$ cat config.mk
export PLATFORM = sky130hd
export DESIGN_NAME = sprite_scanline_rle_decoder
export DESIGN_NICKNAME = d
export VERILOG_FILES = /design/src/sprle_pkg.sv /design/src/sprite_scanline_rle_decoder.sv /design/src/sprle_csr.sv /design/src/sprle_ctrl.sv /design/src/sprle_dpath.sv
export SDC_FILE = /design/constraint.sdc
export NUM_CORES = 1
export LEC_CHECK = 0
export BUFFER_PORTS_ARGS = -buffer_cell sky130_fd_sc_hd__buf_2
export CAP_MARGIN = 25
export CORE_UTILIZATION = 40
export CTS_BUF_LIST = sky130_fd_sc_hd__clkbuf_8
export CTS_CLUSTER_DIAMETER = 60
export DETAILED_ROUTE_END_ITERATION = 12
export GPL_TIMING_DRIVEN = 1
export SYNTH_ARGS = -nofsm -noshare
export SYNTH_HDL_FRONTEND = slang
export SYNTH_SLANG_ARGS = --single-unit
$ cat constraint.sdc
create_clock -name clock -period 6.5 [get_ports clock]
set_input_delay 0.65 -clock clock [delete_from_list [all_inputs] [get_ports clock]]
set_output_delay 0.65 -clock clock [all_outputs]
set_load 0.005 [all_outputs]
$ cat src/sprle_pkg.sv
// Shared types and constants for the sprite scanline RLE decoder.
// Used by the register block, the controller, the datapath and the top level.
// No dependencies.
package sprle_pkg;

   // Width of the column and row counters.
   localparam int COORD_BITS = 16;
   localparam logic [COORD_BITS-1:0] COORD_MAX = {COORD_BITS{1'b1}};

   // Comparisons run one bit wider than any coordinate or register value.
   localparam int CMP_BITS = 17;

   localparam int CSR_ADDR_BITS = 4;
   localparam int CSR_DATA_BITS = 32;

   localparam int LIT_BITS = 7;

   typedef enum logic [1:0] {
      REG_FRAME_WIDTH  = 2'd0,
      REG_FRAME_HEIGHT = 2'd1,
      REG_TRANSPARENT  = 2'd2
   } reg_index_type;

   typedef enum logic [2:0] {
      PH_LEN_LO,
      PH_LEN_HI,
      PH_CODE,
      PH_REPEAT,
      PH_LITERAL
   } phase_type;

   typedef enum logic [2:0] {
      ST_IDLE,
      ST_STEP,
      ST_PIXEL,
      ST_CLOSE,
      ST_EMIT
   } ctrl_state_type;

   typedef struct packed {
      logic [15:0] frame_width;
      logic [15:0] frame_height;
      logic [7:0]  transparent_index;
   } cfg_type;

   // Commands from the controller to the datapath.
   typedef struct packed {
      logic load_byte;
      logic decode;
      logic emit;
      logic skip;
      logic close;
      logic dummy;
   } dp_cmd_type;

   // Status from the datapath to the controller.
   typedef struct packed {
      logic has_pixels;
      logic line_end_now;
      logic line_end;
      logic pixel_pending;
      logic out_free;
      logic need_dummy;
   } dp_status_type;

endpackage

$ cat src/sprite_scanline_rle_decoder.sv
// Sprite scanline RLE decoder, top level. Each byte is taken in the idle
// state and decoded in the step state; a byte that ends a scanline adds a
// close step and a frame-end marker an emit step. A repeat or literal byte
// emits its visible pixels while the result side keeps up; the first result
// is registered in the pixel state. Synchronous reset restores the register
// defaults and waits for the first line length. Depends on sprle_pkg.
module sprite_scanline_rle_decoder
   import sprle_pkg::*;
(
   input  logic                     clock,
   input  logic                     reset,
   input  logic                     req_valid,
   output logic                     req_ready,
   input  logic [7:0]               req_data_byte,
   output logic                     rsp_valid,
   input  logic                     rsp_ready,
   output logic                     rsp_pixel_valid,
   output logic [15:0]              rsp_pixel_x,
   output logic [15:0]              rsp_pixel_y,
   output logic [7:0]               rsp_color_index,
   output logic                     rsp_frame_done,
   output logic                     rsp_last_of_run,
   input  logic                     psel,
   input  logic                     penable,
   input  logic                     pwrite,
   input  logic [CSR_ADDR_BITS-1:0] paddr,
   input  logic [CSR_DATA_BITS-1:0] pwdata,
   output logic [CSR_DATA_BITS-1:0] prdata,
   output logic                     pready
);

   cfg_type       cfg;
   dp_cmd_type    cmd;
   dp_status_type status;

   sprle_csr u_csr (
      .clock   (clock),
      .reset   (reset),
      .psel    (psel),
      .penable (penable),
      .pwrite  (pwrite),
      .paddr   (paddr),
      .pwdata  (pwdata),
      .prdata  (prdata),
      .pready  (pready),
      .cfg     (cfg)
   );

   sprle_ctrl u_ctrl (
      .clock     (clock),
      .reset     (reset),
      .req_valid (req_valid),
      .req_ready (req_ready),
      .status    (status),
      .cmd       (cmd)
   );

   sprle_dpath u_dpath (
      .clock           (clock),
      .reset           (reset),
      .cfg             (cfg),
      .cmd             (cmd),
      .status          (status),
      .req_data_byte   (req_data_byte),
      .rsp_valid       (rsp_valid),
      .rsp_ready       (rsp_ready),
      .rsp_pixel_valid (rsp_pixel_valid),
      .rsp_pixel_x     (rsp_pixel_x),
      .rsp_pixel_y     (rsp_pixel_y),
      .rsp_color_index (rsp_color_index),
      .rsp_frame_done  (rsp_frame_done),
      .rsp_last_of_run (rsp_last_of_run)
   );

endmodule

$ cat src/sprle_csr.sv
// Configuration register block: frame width, frame height, transparent index.
// APB-style write and read access. Depends on sprle_pkg.
module sprle_csr
   import sprle_pkg::*;
(
   input  logic                     clock,
   input  logic                     reset,
   input  logic                     psel,
   input  logic                     penable,
   input  logic                     pwrite,
   input  logic [CSR_ADDR_BITS-1:0] paddr,
   input  logic [CSR_DATA_BITS-1:0] pwdata,
   output logic [CSR_DATA_BITS-1:0] prdata,
   output logic                     pready,
   output cfg_type                  cfg
);

   cfg_type       cfg_ff;
   cfg_type       cfg_in;
   reg_index_type reg_index;
   logic          write_en;

   assign pready    = 1'b1;
   assign reg_index = reg_index_type'(paddr[3:2]);
   assign write_en  = psel & penable & pwrite & pready;
   assign cfg       = cfg_ff;

   always_comb begin
      cfg_in = cfg_ff;
      if (write_en) begin
         case (reg_index)
            REG_FRAME_WIDTH:  cfg_in.frame_width       = pwdata[15:0];
            REG_FRAME_HEIGHT: cfg_in.frame_height      = pwdata[15:0];
            REG_TRANSPARENT:  cfg_in.transparent_index = pwdata[7:0];
            default:          cfg_in = cfg_ff;
         endcase
      end
   end

   always_comb begin
      case (reg_index)
         REG_FRAME_WIDTH:  prdata = {16'd0, cfg_ff.frame_width};
         REG_FRAME_HEIGHT: prdata = {16'd0, cfg_ff.frame_height};
         REG_TRANSPARENT:  prdata = {24'd0, cfg_ff.transparent_index};
         default:          prdata = '0;
      endcase
   end

   always_ff @(posedge clock) begin
      if (reset) begin
         cfg_ff.frame_width       <= 16'd0;
         cfg_ff.frame_height      <= 16'd1;
         cfg_ff.transparent_index <= 8'd0;
      end else begin
         cfg_ff <= cfg_in;
      end
   end

endmodule

$ cat src/sprle_ctrl.sv
// Controller state machine of the decoder: sequences byte decode, pixel
// emission, line close and the frame-end marker. Depends on sprle_pkg.
module sprle_ctrl
   import sprle_pkg::*;
(
   input  logic          clock,
   input  logic          reset,
   input  logic          req_valid,
   output logic          req_ready,
   input  dp_status_type status,
   output dp_cmd_type    cmd
);

   ctrl_state_type state_ff;
   ctrl_state_type state_in;

   always_comb begin
      state_in = state_ff;
      case (state_ff)
         ST_IDLE: begin
            if (req_valid) state_in = ST_STEP;
         end
         ST_STEP: begin
            if (status.has_pixels) state_in = ST_PIXEL;
            else if (status.line_end_now) state_in = ST_CLOSE;
            else state_in = ST_IDLE;
         end
         ST_PIXEL: begin
            // Visible pixels form a prefix of the run; once none is left the
            // rest of the run only moves the column.
            if (!status.pixel_pending) begin
               state_in = status.line_end ? ST_CLOSE : ST_IDLE;
            end
         end
         ST_CLOSE: begin
            state_in = status.need_dummy ? ST_EMIT : ST_IDLE;
         end
         ST_EMIT: begin
            if (status.out_free) state_in = ST_IDLE;
         end
         default: state_in = ST_IDLE;
      endcase
   end

   always_comb begin
      cmd       = '0;
      req_ready = 1'b0;
      case (state_ff)
         ST_IDLE: begin
            req_ready     = 1'b1;
            cmd.load_byte = req_valid;
         end
         ST_STEP: begin
            cmd.decode = 1'b1;
         end
         ST_PIXEL: begin
            cmd.emit = status.pixel_pending & status.out_free;
            cmd.skip = ~status.pixel_pending;
         end
         ST_CLOSE: begin
            cmd.close = 1'b1;
         end
         ST_EMIT: begin
            cmd.dummy = status.out_free;
         end
         default: begin
            cmd = '0;
         end
      endcase
   end

   always_ff @(posedge clock) begin
      if (reset) begin
         state_ff <= ST_IDLE;
      end else begin
         state_ff <= state_in;
      end
   end

endmodule

$ cat src/sprle_dpath.sv
// Datapath of the decoder: stream phase, line byte count, column, row,
// run counter and the result register. Depends on sprle_pkg.
module sprle_dpath
   import sprle_pkg::*;
(
   input  logic          clock,
   input  logic          reset,
   input  cfg_type       cfg,
   input  dp_cmd_type    cmd,
   output dp_status_type status,
   input  logic [7:0]    req_data_byte,
   output logic          rsp_valid,
   input  logic          rsp_ready,
   output logic          rsp_pixel_valid,
   output logic [15:0]   rsp_pixel_x,
   output logic [15:0]   rsp_pixel_y,
   output logic [7:0]    rsp_color_index,
   output logic          rsp_frame_done,
   output logic          rsp_last_of_run
);

   phase_type               phase_ff, phase_in;
   logic [7:0]              len_lo_ff, len_lo_in;
   logic [15:0]             bytes_left_ff, bytes_left_in;
   logic [COORD_BITS-1:0]   column_ff, column_in;
   logic [COORD_BITS-1:0]   row_ff, row_in;
   logic [LIT_BITS-1:0]     literal_ff, literal_in;
   logic [LIT_BITS-1:0]     count_ff, count_in;
   logic [7:0]              byte_ff, byte_in;
   logic                    line_end_ff, line_end_in;
   logic                    any_ff, any_in;

   logic                    out_valid_ff, out_valid_in;
   logic                    out_pixel_ff, out_pixel_in;
   logic [15:0]             out_x_ff, out_x_in;
   logic [15:0]             out_y_ff, out_y_in;
   logic [7:0]              out_color_ff, out_color_in;
   logic                    out_done_ff, out_done_in;
   logic                    out_last_ff, out_last_in;

   logic [15:0]             bytes_dec;
   logic [15:0]             line_len;
   logic [LIT_BITS-1:0]     literal_dec;
   logic [CMP_BITS-1:0]     col_wide;
   logic [CMP_BITS-1:0]     col_next;
   logic [CMP_BITS-1:0]     width_wide;
   logic [CMP_BITS-1:0]     skip_sum;
   logic [CMP_BITS-1:0]     run_sum;
   logic [CMP_BITS-1:0]     height_wide;
   logic [CMP_BITS-1:0]     eff_height;
   logic                    row_last;
   logic                    cur_visible;
   logic                    next_visible;
   logic                    out_free;
   logic                    line_end_now;
   logic                    has_pixels;

   assign bytes_dec   = (bytes_left_ff != 16'd0) ? bytes_left_ff - 16'd1 : 16'd0;
   assign line_len    = {byte_ff, len_lo_ff};
   assign literal_dec = (literal_ff != '0) ? literal_ff - LIT_BITS'(1) : '0;

   assign col_wide   = CMP_BITS'(column_ff);
   assign col_next   = col_wide + CMP_BITS'(1);
   assign width_wide = CMP_BITS'(cfg.frame_width);
   assign skip_sum   = col_wide + CMP_BITS'(byte_ff[7:1]);
   assign run_sum    = col_wide + CMP_BITS'(count_ff);

   // The height in use is clamped to one through the largest coordinate.
   always_comb begin
      height_wide = CMP_BITS'(cfg.frame_height);
      if (height_wide == '0) begin
         eff_height = CMP_BITS'(1);
      end else if (height_wide > CMP_BITS'(COORD_MAX)) begin
         eff_height = CMP_BITS'(COORD_MAX);
      end else begin
         eff_height = height_wide;
      end
   end

   assign row_last = (CMP_BITS'(row_ff) + CMP_BITS'(1)) >= eff_height;

   // The saturated column value counts as outside the frame.
   assign cur_visible = (count_ff != '0) && (col_wide < width_wide)
                        && (column_ff != COORD_MAX)
                        && (byte_ff != cfg.transparent_index);
   assign next_visible = (count_ff > LIT_BITS'(1)) && (col_next < width_wide)
                         && (col_next != CMP_BITS'(COORD_MAX));

   assign out_free = ~out_valid_ff | rsp_ready;

   always_comb begin
      case (phase_ff)
         PH_LEN_HI:  line_end_now = (line_len == 16'd0);
         PH_CODE,
         PH_REPEAT,
         PH_LITERAL: line_end_now = (bytes_dec == 16'd0);
         default:    line_end_now = 1'b0;
      endcase
   end

   assign has_pixels = (phase_ff == PH_REPEAT) || (phase_ff == PH_LITERAL);

   assign status.has_pixels    = has_pixels;
   assign status.line_end_now  = line_end_now;
   assign status.line_end      = line_end_ff;
   assign status.pixel_pending = cur_visible;
   assign status.out_free      = out_free;
   assign status.need_dummy    = row_last & ~any_ff;

   always_comb begin
      phase_in      = phase_ff;
      len_lo_in     = len_lo_ff;
      bytes_left_in = bytes_left_ff;
      column_in     = column_ff;
      row_in        = row_ff;
      literal_in    = literal_ff;
      count_in      = count_ff;
      byte_in       = byte_ff;
      line_end_in   = line_end_ff;
      any_in        = any_ff;

      if (cmd.load_byte) begin
         byte_in = req_data_byte;
         any_in  = 1'b0;
      end

      if (cmd.decode) begin
         line_end_in = line_end_now;
         case (phase_ff)
            PH_LEN_HI: begin
               bytes_left_in = line_len;
               column_in     = '0;
               literal_in    = '0;
               phase_in      = PH_CODE;
            end
            PH_CODE: begin
               bytes_left_in = bytes_dec;
               if (byte_ff[0]) begin
                  if (skip_sum > CMP_BITS'(COORD_MAX)) column_in = COORD_MAX;
                  else column_in = skip_sum[COORD_BITS-1:0];
               end else begin
                  literal_in = LIT_BITS'(byte_ff[7:2]) + LIT_BITS'(1);
                  phase_in   = byte_ff[1] ? PH_REPEAT : PH_LITERAL;
               end
            end
            PH_REPEAT: begin
               bytes_left_in = bytes_dec;
               count_in      = literal_ff;
               literal_in    = '0;
               phase_in      = PH_CODE;
            end
            PH_LITERAL: begin
               bytes_left_in = bytes_dec;
               count_in      = LIT_BITS'(1);
               literal_in    = literal_dec;
               phase_in      = (literal_dec == '0) ? PH_CODE : PH_LITERAL;
            end
            default: begin
               len_lo_in = byte_ff;
               phase_in  = PH_LEN_HI;
            end
         endcase
      end

      if (cmd.emit) begin
         column_in = column_ff + COORD_BITS'(1);
         count_in  = count_ff - LIT_BITS'(1);
         any_in    = 1'b1;
      end

      // The rest of the run lands outside the frame or is transparent.
      if (cmd.skip) begin
         if (run_sum > CMP_BITS'(COORD_MAX)) column_in = COORD_MAX;
         else column_in = run_sum[COORD_BITS-1:0];
         count_in = '0;
      end

      if (cmd.close) begin
         column_in  = '0;
         literal_in = '0;
         phase_in   = PH_LEN_LO;
         row_in     = row_last ? '0 : row_ff + COORD_BITS'(1);
      end
   end

   always_comb begin
      out_valid_in = out_valid_ff;
      out_pixel_in = out_pixel_ff;
      out_x_in     = out_x_ff;
      out_y_in     = out_y_ff;
      out_color_in = out_color_ff;
      out_done_in  = out_done_ff;
      out_last_in  = out_last_ff;
      if (cmd.emit) begin
         out_valid_in = 1'b1;
         out_pixel_in = 1'b1;
         out_x_in     = 16'(column_ff);
         out_y_in     = 16'(row_ff);
         out_color_in = byte_ff;
         out_last_in  = ~next_visible;
         out_done_in  = ~next_visible & line_end_ff & row_last;
      end else if (cmd.dummy) begin
         out_valid_in = 1'b1;
         out_pixel_in = 1'b0;
         out_x_in     = 16'd0;
         out_y_in     = 16'd0;
         out_color_in = 8'd0;
         out_last_in  = 1'b1;
         out_done_in  = 1'b1;
      end else if (rsp_ready) begin
         out_valid_in = 1'b0;
      end
   end

   always_ff @(posedge clock) begin
      if (reset) begin
         phase_ff      <= PH_LEN_LO;
         len_lo_ff     <= 8'd0;
         bytes_left_ff <= 16'd0;
         column_ff     <= '0;
         row_ff        <= '0;
         literal_ff    <= '0;
         count_ff      <= '0;
         line_end_ff   <= 1'b0;
         any_ff        <= 1'b0;
         out_valid_ff  <= 1'b0;
      end else begin
         phase_ff      <= phase_in;
         len_lo_ff     <= len_lo_in;
         bytes_left_ff <= bytes_left_in;
         column_ff     <= column_in;
         row_ff        <= row_in;
         literal_ff    <= literal_in;
         count_ff      <= count_in;
         line_end_ff   <= line_end_in;
         any_ff        <= any_in;
         out_valid_ff  <= out_valid_in;
      end
   end

   always_ff @(posedge clock) begin
      byte_ff      <= byte_in;
      out_pixel_ff <= out_pixel_in;
      out_x_ff     <= out_x_in;
      out_y_ff     <= out_y_in;
      out_color_ff <= out_color_in;
      out_done_ff  <= out_done_in;
      out_last_ff  <= out_last_in;
   end

   assign rsp_valid       = out_valid_ff;
   assign rsp_pixel_valid = out_pixel_ff;
   assign rsp_pixel_x     = out_x_ff;
   assign rsp_pixel_y     = out_y_ff;
   assign rsp_color_index = out_color_ff;
   assign rsp_frame_done  = out_done_ff;
   assign rsp_last_of_run = out_last_ff;

endmodule
==> results of run 1 <==
[Yosys cell counts, types with 11 or more instances]
| cell type | instances | area (sq um) |
|---|---|---|
| xor2_1 | 21 | 184 |
| nand4_1 | 14 | 87.6 |
| a31oi_1 | 14 | 87.6 |
| inv_1 | 62 | 233 |
| edfxtp_1 | 50 | 1500 |
| a21oi_1 | 100 | 500 |
| clkbuf_1 | 41 | 154 |
| nor2_1 | 115 | 432 |
| buf_4 | 21 | 158 |
| nor4_1 | 19 | 119 |
| a22oi_1 | 12 | 90.1 |
| nand3_1 | 33 | 165 |
| mux2i_1 | 37 | 370 |
| a32o_1 | 11 | 110 |
| buf_2 | 20 | 100 |
| a21o_1 | 15 | 113 |
| xnor2_1 | 31 | 272 |
| o211ai_1 | 12 | 90.1 |
| a211oi_1 | 25 | 188 |
| dfxtp_1 | 120 | 2400 |
| and3_1 | 51 | 319 |
| nand2_1 | 149 | 559 |
| nand2b_1 | 13 | 81.3 |
| o21ai_0 | 69 | 345 |
| nor3_1 | 31 | 155 |
| ha_1 | 70 | 876 |
[worst paths after layout]
check,end,depth (start not counted)
worst max-delay path,u_dpath.rsp_frame_done$_SDFFCE_PP1P_,15
worst min-delay path,u_dpath.byte_ff[1]$_DFFE_PP_,1
worst max register to register,u_dpath.rsp_frame_done$_SDFFCE_PP1P_,15
worst min register to register,u_dpath.rsp_pixel_valid$_SDFFE_PN1P_,2
[metrics by stage]
| stage | cell area [sq um] | total power, mW | worst slack, ns | utilization, % | std cells |
|---|---|---|---|---|---|
| after CTS | 11900 | 2.20 | 2.71 | 44.4 | 1698 |
| final | 11900 | 2.19 | 2.68 | 44.4 | 1699 |
| after floorplan | 10900 | 1.33 | 1.20 | - | 1310 |
| after detailed placement | 11500 | 1.40 | 2.74 | 42.9 | 1666 |
| after global routing | 11900 | 2.27 | 2.42 | 44.4 | 1698 |
| after global placement | 11500 | 1.39 | 2.72 | 42.8 | 1665 |
[cells by family (layout without fill, tap and decap cells)]
kind of cell,Yosys count,count (layout)
xor gates and xnor gates,52,52
AOI/OAI and AO/OA,324,324
other,2,18
buffers and inverters,151,198
muxes,39,39
adders and majority gates,72,72
and+or+nand+nor,485,485
DFF,170,170
[layer usage]
metal  up-vias  track usage, %  wire length [um]  part of all wire (%)
met3        53            3.11              2070                   6.6
met1      4505            33.5             15300                    48
met4         0            8.82               817                   2.6
met5         -               0                 0                     0
li1       4754               -                 -                     -
met2       368            33.7             13400                    42
[power breakdown]
| part | switching [mW] | internal, mW | leakage, nW | total (mW) |
|---|---|---|---|---|
| clock | 0.434 | 0.380 | 0.202 | 0.814 |
| combinational | 0.140 | 0.0948 | 3.05 | 0.234 |
| sequential | 0.0378 | 1.10 | 1.47 | 1.14 |
[cell type report]
class / count / area share (%)
timing repair buffer: 104 / 4.67
clock buffer: 17 / 1.97
sequential: 170 / 32.8
multi-input combinational: 989 / 53.5
tap: 341 / 3.59
clock inverter: 15 / 1.46
antenna: 1 / 0.0210
inverter: 62 / 1.96
[state kept, by name, indices dropped and copies added (netlist names), 3 cells and up]
name                     flops
u_csr.cfg                   40
u_dpath.bytes_left_ff       16
u_dpath.column_ff           16
u_dpath.row_ff              16
u_dpath.rsp_pixel_x         16
u_dpath.rsp_pixel_y         16
u_dpath.byte_ff              8
u_dpath.len_lo_ff            8
u_dpath.rsp_color_index      8
u_dpath.count_ff             7
u_dpath.literal_ff           7
u_ctrl.state_ff              3
u_dpath.phase_ff             3
==> summary.txt, run 1 <==
STA
  • Minimum clock period: 3.82 ns
  • Skew final: 0.0190 ns
  • Count of final hold-check violations: 0
  • Worst slew margin: 34.7%
  • Max Clock Freq: 262 MHz
  • Slew Viols, Final: 0
  • Least-Margin Pin Slew: 0.977 ns
  • Hold slack: 0.344 ns
  • Setup violators final: 0
  • Final Cycle Share: 58.7%
  • RSZ-0062 raised after global routing: no
  • Fin Setup TNS: 0 ns

Critical path
  • R2R Path Start: u_dpath.row_ff[0]$_SDFFE_PP0P_
  • Critical path's top delay family: simple AND/OR/NAND/NOR gates
  • Worst path max stage delay: 0.52 ns
  • Arr. time, crit path: 4.14 ns
  • Reg2reg setup slack: 2.68 ns
  • Critical path's most frequent cell: nand3_1
  • CP Data Required Time: 6.83 ns
  • CP Launch Point: u_dpath.row_ff[0]$_SDFFE_PP0P_
  • Critical Path Fanout Max: 14
  • Startpoint Class: flop
  • Crit-path cells: nand3_1, or3_1, inv_1, and3_1, nand3_1, xnor2_1, ha_1, and2_1, nand4_1, or4_1, nand3_1, nor3_1, buf_4, nand2b_1, a21boi_0
  • Crit-path slowest cell: dfxtp_1
  • Crit Path Class: flop to flop
  • CP Buf/Inv Count: 2
  • Setup crit end kind: flop

CTS
  • Gates resized, CTS repair: 0
  • Clk pin slew, worst setup/hold paths: 0.10 ns
  • CTS HTree Levels: 4
  • Post-CTS Setup Inserts: 0
  • Worst-skew pair later-pin latency: 0.48 ns
  • TritonCTS clock tree: built
  • Clock sinks: 170
  • Hold-fix buffers, CTS: 0
  • Clk buf depth: 2
  • Clock root buffer: clkbuf_8
  • TritonCTS Buffers: 17

Drt
  • Starting DRT DRC Count: 808
  • Routed wire length: 31,600 um
  • Antenna Nets Post-Route: 0
  • Post-route DRC violation count: 2
  • Vias per cell: 5.70
  • Pre-Repair DR Iteration Count: 12
  • Routed WL per cell: 18.6 um
  • Via count: 9,680

Global route
  • Largest net degree at the start of global routing: 74
  • Grt ovf: 0
  • Initial antenna violation count: 0
  • GR Util All Layers: 22.9%
  • First-pass GRT wire length: 50,100 um
  • Vias in the first global route: 9,115

Yosys
  • Synth Area in Simple Gates: 22.1%
  • Mux share of post-synthesis cell area: 3.64%
  • Cell area after synthesis: 0.0109 sq mm
  • Adder-Cell Fraction of Synth Area: 8.42%
  • Mean post-synth cell area: 8.40 sq um
  • Post-synth EDFFs: 50
  • Post-synthesis sequential area ratio: 35.9%
  • Compound-Gate Fraction of Synth Area: 19.3%
  • Cells after Synth: 1,295
  • Synth Area in XOR/XNOR: 4.19%
  • #FFs+latches synth: 170
  • Predominant post-synthesis flop cell: dfxtp_1
  • Fraction of registers with async set/reset: 0%
  • Largest family of logic cells by synthesized area: simple AND/OR/NAND/NOR gates
  • Synth warnings: 0
  • Distinct cells, synth: 88

Floorplan
  • Initial Utilization: 40.6%
  • Die area: 0.0279 sq mm
  • Area of the core: 0.0268 sq mm
  • Num ports: 129
  • Die Y: 167 um
  • Cell Rows: 60
  • Die X: 167 um

Layout
  • Final net count: 1,467
  • Most common cell after layout, fill and taps aside: nand2_1
  • Multi-input combinational cell area: 0.00637 sq mm
  • Fill count: 2,661
  • Layout cells sized above 1: 12.1%
  • Most frequent cells in the layout: nand2_1, dfxtp_1, nor2_1
  • Area grow syn2layout: 9.35%
  • Register area: 0.00390 sq mm

Min path
  • Hold path startpoint: req_data_byte[1]
  • Hold Path Class: input port to flop

Run
  • Max cap viols: 0

Power and ir drop
  • Power Density: 184 mW/mm^2
  • Worst vdd ir: 0.106 mV
  • Leak pwr: 4.72 nW

Run status
  • Failing checks: DRC
  • Status: finished, violations left

Placed design
  • Post-DP HPWL: 23,000 um
  • IO buf count: 93
  • Gpl congestion: 0.973
Note: power is estimated with default switching activity, not from simulation.
==> run 2, diff against run 1 <==
--- a/config.mk
+++ b/config.mk
@@ -5,6 +5,7 @@
 export SDC_FILE = /design/constraint.sdc
 export NUM_CORES = 1
 export LEC_CHECK = 0
+export ABC_AREA = 1
 export BUFFER_PORTS_ARGS = -buffer_cell sky130_fd_sc_hd__buf_2
 export CAP_MARGIN = 25
 export CORE_UTILIZATION = 40
==> constraint.sdc (replaced) <==
create_clock -name clock -period 3.5 [get_ports clock]
set_input_delay 0.35 -clock clock [delete_from_list [all_inputs] [get_ports clock]]
set_output_delay 0.35 -clock clock [all_outputs]
set_load 0.005 [all_outputs]
==> run 2 against run 1 <==
The run now ends clean; via count is 4.0% higher; combinational power rose to 3.2 times the previous value; total power increased by 96%; synthesized cell count rose by 14%; clock power rose by 77%; count of clock-buffer cells in the layout unchanged; critical path type unchanged; largest power group unchanged; highest routed layer unchanged.
==> summary.txt, run 2 <==
STA
  • RSZ-0062 raised after global routing: no
  • Minimum clock period: 3.16 ns
  • Skew final: 0.0177 ns
  • Count of final hold-check violations: 0
  • Worst slew margin: 30.0%
  • Fin Setup TNS: 0 ns
  • Final Cycle Share: 90.4%
  • Max Clock Freq: 316 MHz
  • Slew Viols, Final: 0
  • Setup violators final: 0
  • Least-Margin Pin Slew: 1.02 ns

Drt
  • Pre-Repair DR Iteration Count: 5
  • Post-route DRC violation count: 0
  • Antenna Nets Post-Route: 0
  • Routed wire length: 31,000 um
  • Via count: 10,100
  • Routed WL per cell: 16.1 um
  • Vias per cell: 5.22
  • Starting DRT DRC Count: 707

Yosys
  • Ranking of synthesized cells by area: dfxtp_1, edfxtp_1, nand2_1
  • Distinct cells, synth: 53
  • #FFs+latches synth: 170
  • Cell area after synthesis: 0.0111 sq mm
  • Compound-Gate Fraction of Synth Area: 15.8%
  • Synth Area in XOR/XNOR: 4.75%
  • Synth warnings: 0
  • Synth Area in Simple Gates: 25.6%
  • Top-area cell type share of the netlist area: 21.7%
  • Post-synth EDFFs: 50
  • Mean post-synth cell area: 7.48 sq um
  • Largest family of logic cells by synthesized area: simple AND/OR/NAND/NOR gates
  • Post-synthesis sequential area ratio: 35.3%
  • Predominant post-synthesis flop cell: dfxtp_1
  • Adder-Cell Fraction of Synth Area: 8.27%
  • List of most frequent post-synthesis cells: nand2_1, inv_1, nor2_1
  • Fraction of registers with async set/reset: 0%
  • Cells after Synth: 1,479
  • Post-synth top area cell: dfxtp_1
  • Most frequent cell after synthesis: nand2_1
  • Mux share of post-synthesis cell area: 0%

Run status
  • Status: complete, no violations

Floorplan
  • Area of the core: 0.0270 sq mm
  • Initial Utilization: 41.0%
  • Die Y: 168 um
  • Die area: 0.0283 sq mm
  • Num ports: 129
  • Die X: 168 um
  • Cell Rows: 60

CTS
  • Clk buf depth: 2
  • TritonCTS clock tree: built
  • Clock root buffer: clkbuf_8
  • TritonCTS Buffers: 17
  • Worst-skew pair later-pin latency: 0.47 ns
  • Clk pin slew, worst setup/hold paths: 0.10 ns
  • Hold-fix buffers, CTS: 0
  • Clock sinks: 170
  • CTS HTree Levels: 4

Critical path
  • Worst path max stage delay: 0.35 ns
  • Critical path's most frequent cell: nand2_1
  • Crit Path Class: flop to flop
  • Crit-path slowest cell: dfxtp_1
  • Critical path's top delay family: simple AND/OR/NAND/NOR gates
  • Critical Path Fanout Max: 4
  • CP Data Required Time: 3.71 ns
  • CP Buf/Inv Count: 1
  • Startpoint Class: flop
  • Arr. time, crit path: 3.37 ns
  • Crit-path cells: ha_1, nand2_2, nor2_2, nand3_4, nor2_1, nand2_1, o21ai_0, inv_1, ha_1, nand2_1, nor2_1, a211oi_1, nor2_1, nor2_1, nand2_1, a31oi_1, nand3_1, nand2_1, nand2_1
  • Setup crit end kind: flop

Power and ir drop
  • Worst vdd ir: 0.224 mV
  • Power Density: 350 mW/mm^2
  • Leak pwr: 5.32 nW

Layout
  • Area grow syn2layout: 10.6%
  • Ant. Diodes: 0
  • Most frequent cells in the layout: nand2_1, inv_1, nor2_1
  • Final net count: 1,696
  • Most common cell after layout, fill and taps aside: nand2_1
  • Max FFs per register: 40
  • Layout cells sized above 1: 13.5%
  • Fin area: 0.0122 sq mm

Global route
  • Grt ovf: 0
  • Initial antenna violation count: 1
  • GR Util All Layers: 22.3%
  • Vias in the first global route: 9,323
  • First-pass GRT wire length: 49,600 um
  • Largest net degree at the start of global routing: 40

Run
  • Max cap viols: 0

Min path
  • Hold Path Class: input port to flop

Placed design
  • Post-DP HPWL: 23,400 um
  • Post-placement cell area: 0.0118 sq mm
  • Gpl congestion: 0.919
  • IO buf count: 93
==> run 2: changes by cell type in the layout (fill, tap and decap cells not counted), moves of 31 or more <==
cell     change
and3_1      -51
nand3_1     +61
nor2_1      +31
nand2_1    +116
inv_1      +117
mux2i_1     -37
==> run 2: final timing paths <==
| path | start | end | slack [ns] | cells after the start |
|---|---|---|---|---|
| worst max register to register | u_dpath.column_ff[1]$_SDFFE_PP0P_ | u_dpath.rsp_frame_done$_SDFFCE_PP1P_ | 0.34 | 19 |
| worst min-delay path | req_data_byte[7] | u_dpath.byte_ff[7]$_DFFE_PP_ | 0.07 | 1 |
| worst max-delay path | u_dpath.column_ff[1]$_SDFFE_PP0P_ | u_dpath.rsp_frame_done$_SDFFCE_PP1P_ | 0.34 | 19 |
| worst min register to register | u_dpath.row_ff[6]$_SDFFE_PP0P_ | u_dpath.row_ff[6]$_SDFFE_PP0P_ | 0.46 | 2 |
==> run 2: logic make-up after synthesis <==
family                     count (synthesis)
and+or+nand+nor                          609
AOI/OAI and AO/OA                        311
buffers and inverters                    255
DFF                                      170
adders and majority gates                 72
xor gates and xnor gates                  60
other                                      2
==> run 2: per-stage QoR <==
stage                     total power [mW]  worst slack (ns)  instances  utilization (%)  hold slack (ns)
after floorplan                       2.70             0.616       1494                -            0.426
after global placement                2.88             0.374       1895             43.8            0.439
after detailed placement              2.88             0.363       1895             43.8            0.445
after CTS                             4.31             0.326       1927             45.3           0.0447
after global routing                  4.51            0.0180       1927             45.3           0.0383
final                                 4.29             0.337       1927             45.3           0.0657
==> run 2: final cells by class <==
cell class / instances / area, sq um
Clock inverter: 15 / 158
Sequential cell: 170 / 3900
Timing Repair Buffer: 123 / 691
Inverter: 192 / 728
Clock buffer: 17 / 234
Multi-Input combinational cell: 1069 / 6100
Tap cell: 341 / 427
Fill cell: 2818 / 14800
==> run 2: timing repair <==
action,CTS,global route
setup endpoints to repair,0,1
setup buffers,0,0
gates resized for setup,0,1
==> run 2: layer usage <==
layer | part of all wire (%) | GRT usage [%] | vias up
li1 | - | - | 5141
met1 | 48 | 30.5 | 4635
met2 | 46 | 35.8 | 247
met3 | 4.2 | 2.94 | 45
met4 | 2.4 | 8.06 | 0
met5 | 0 | 0 | -
==> run 2: power breakdown <==
part           switching [mW]  leakage (nW)  total, mW  internal, mW
registers              0.0495          1.43       2.11          2.06
logic                   0.482          3.70      0.741         0.259
clock network           0.845         0.195       1.44         0.591
==> run 2: worst register-to-register path: cells and delay by family (launching register included) <==
kind | cells | cell delay, ns
buffers and inverters | 1 | 0.12
adder cells (fa/ha/maj) | 2 | 0.53
AO/OA/AOI/OAI | 3 | 0.63
flip-flops | 1 | 0.35
AND/OR/NAND/NOR | 13 | 1.28
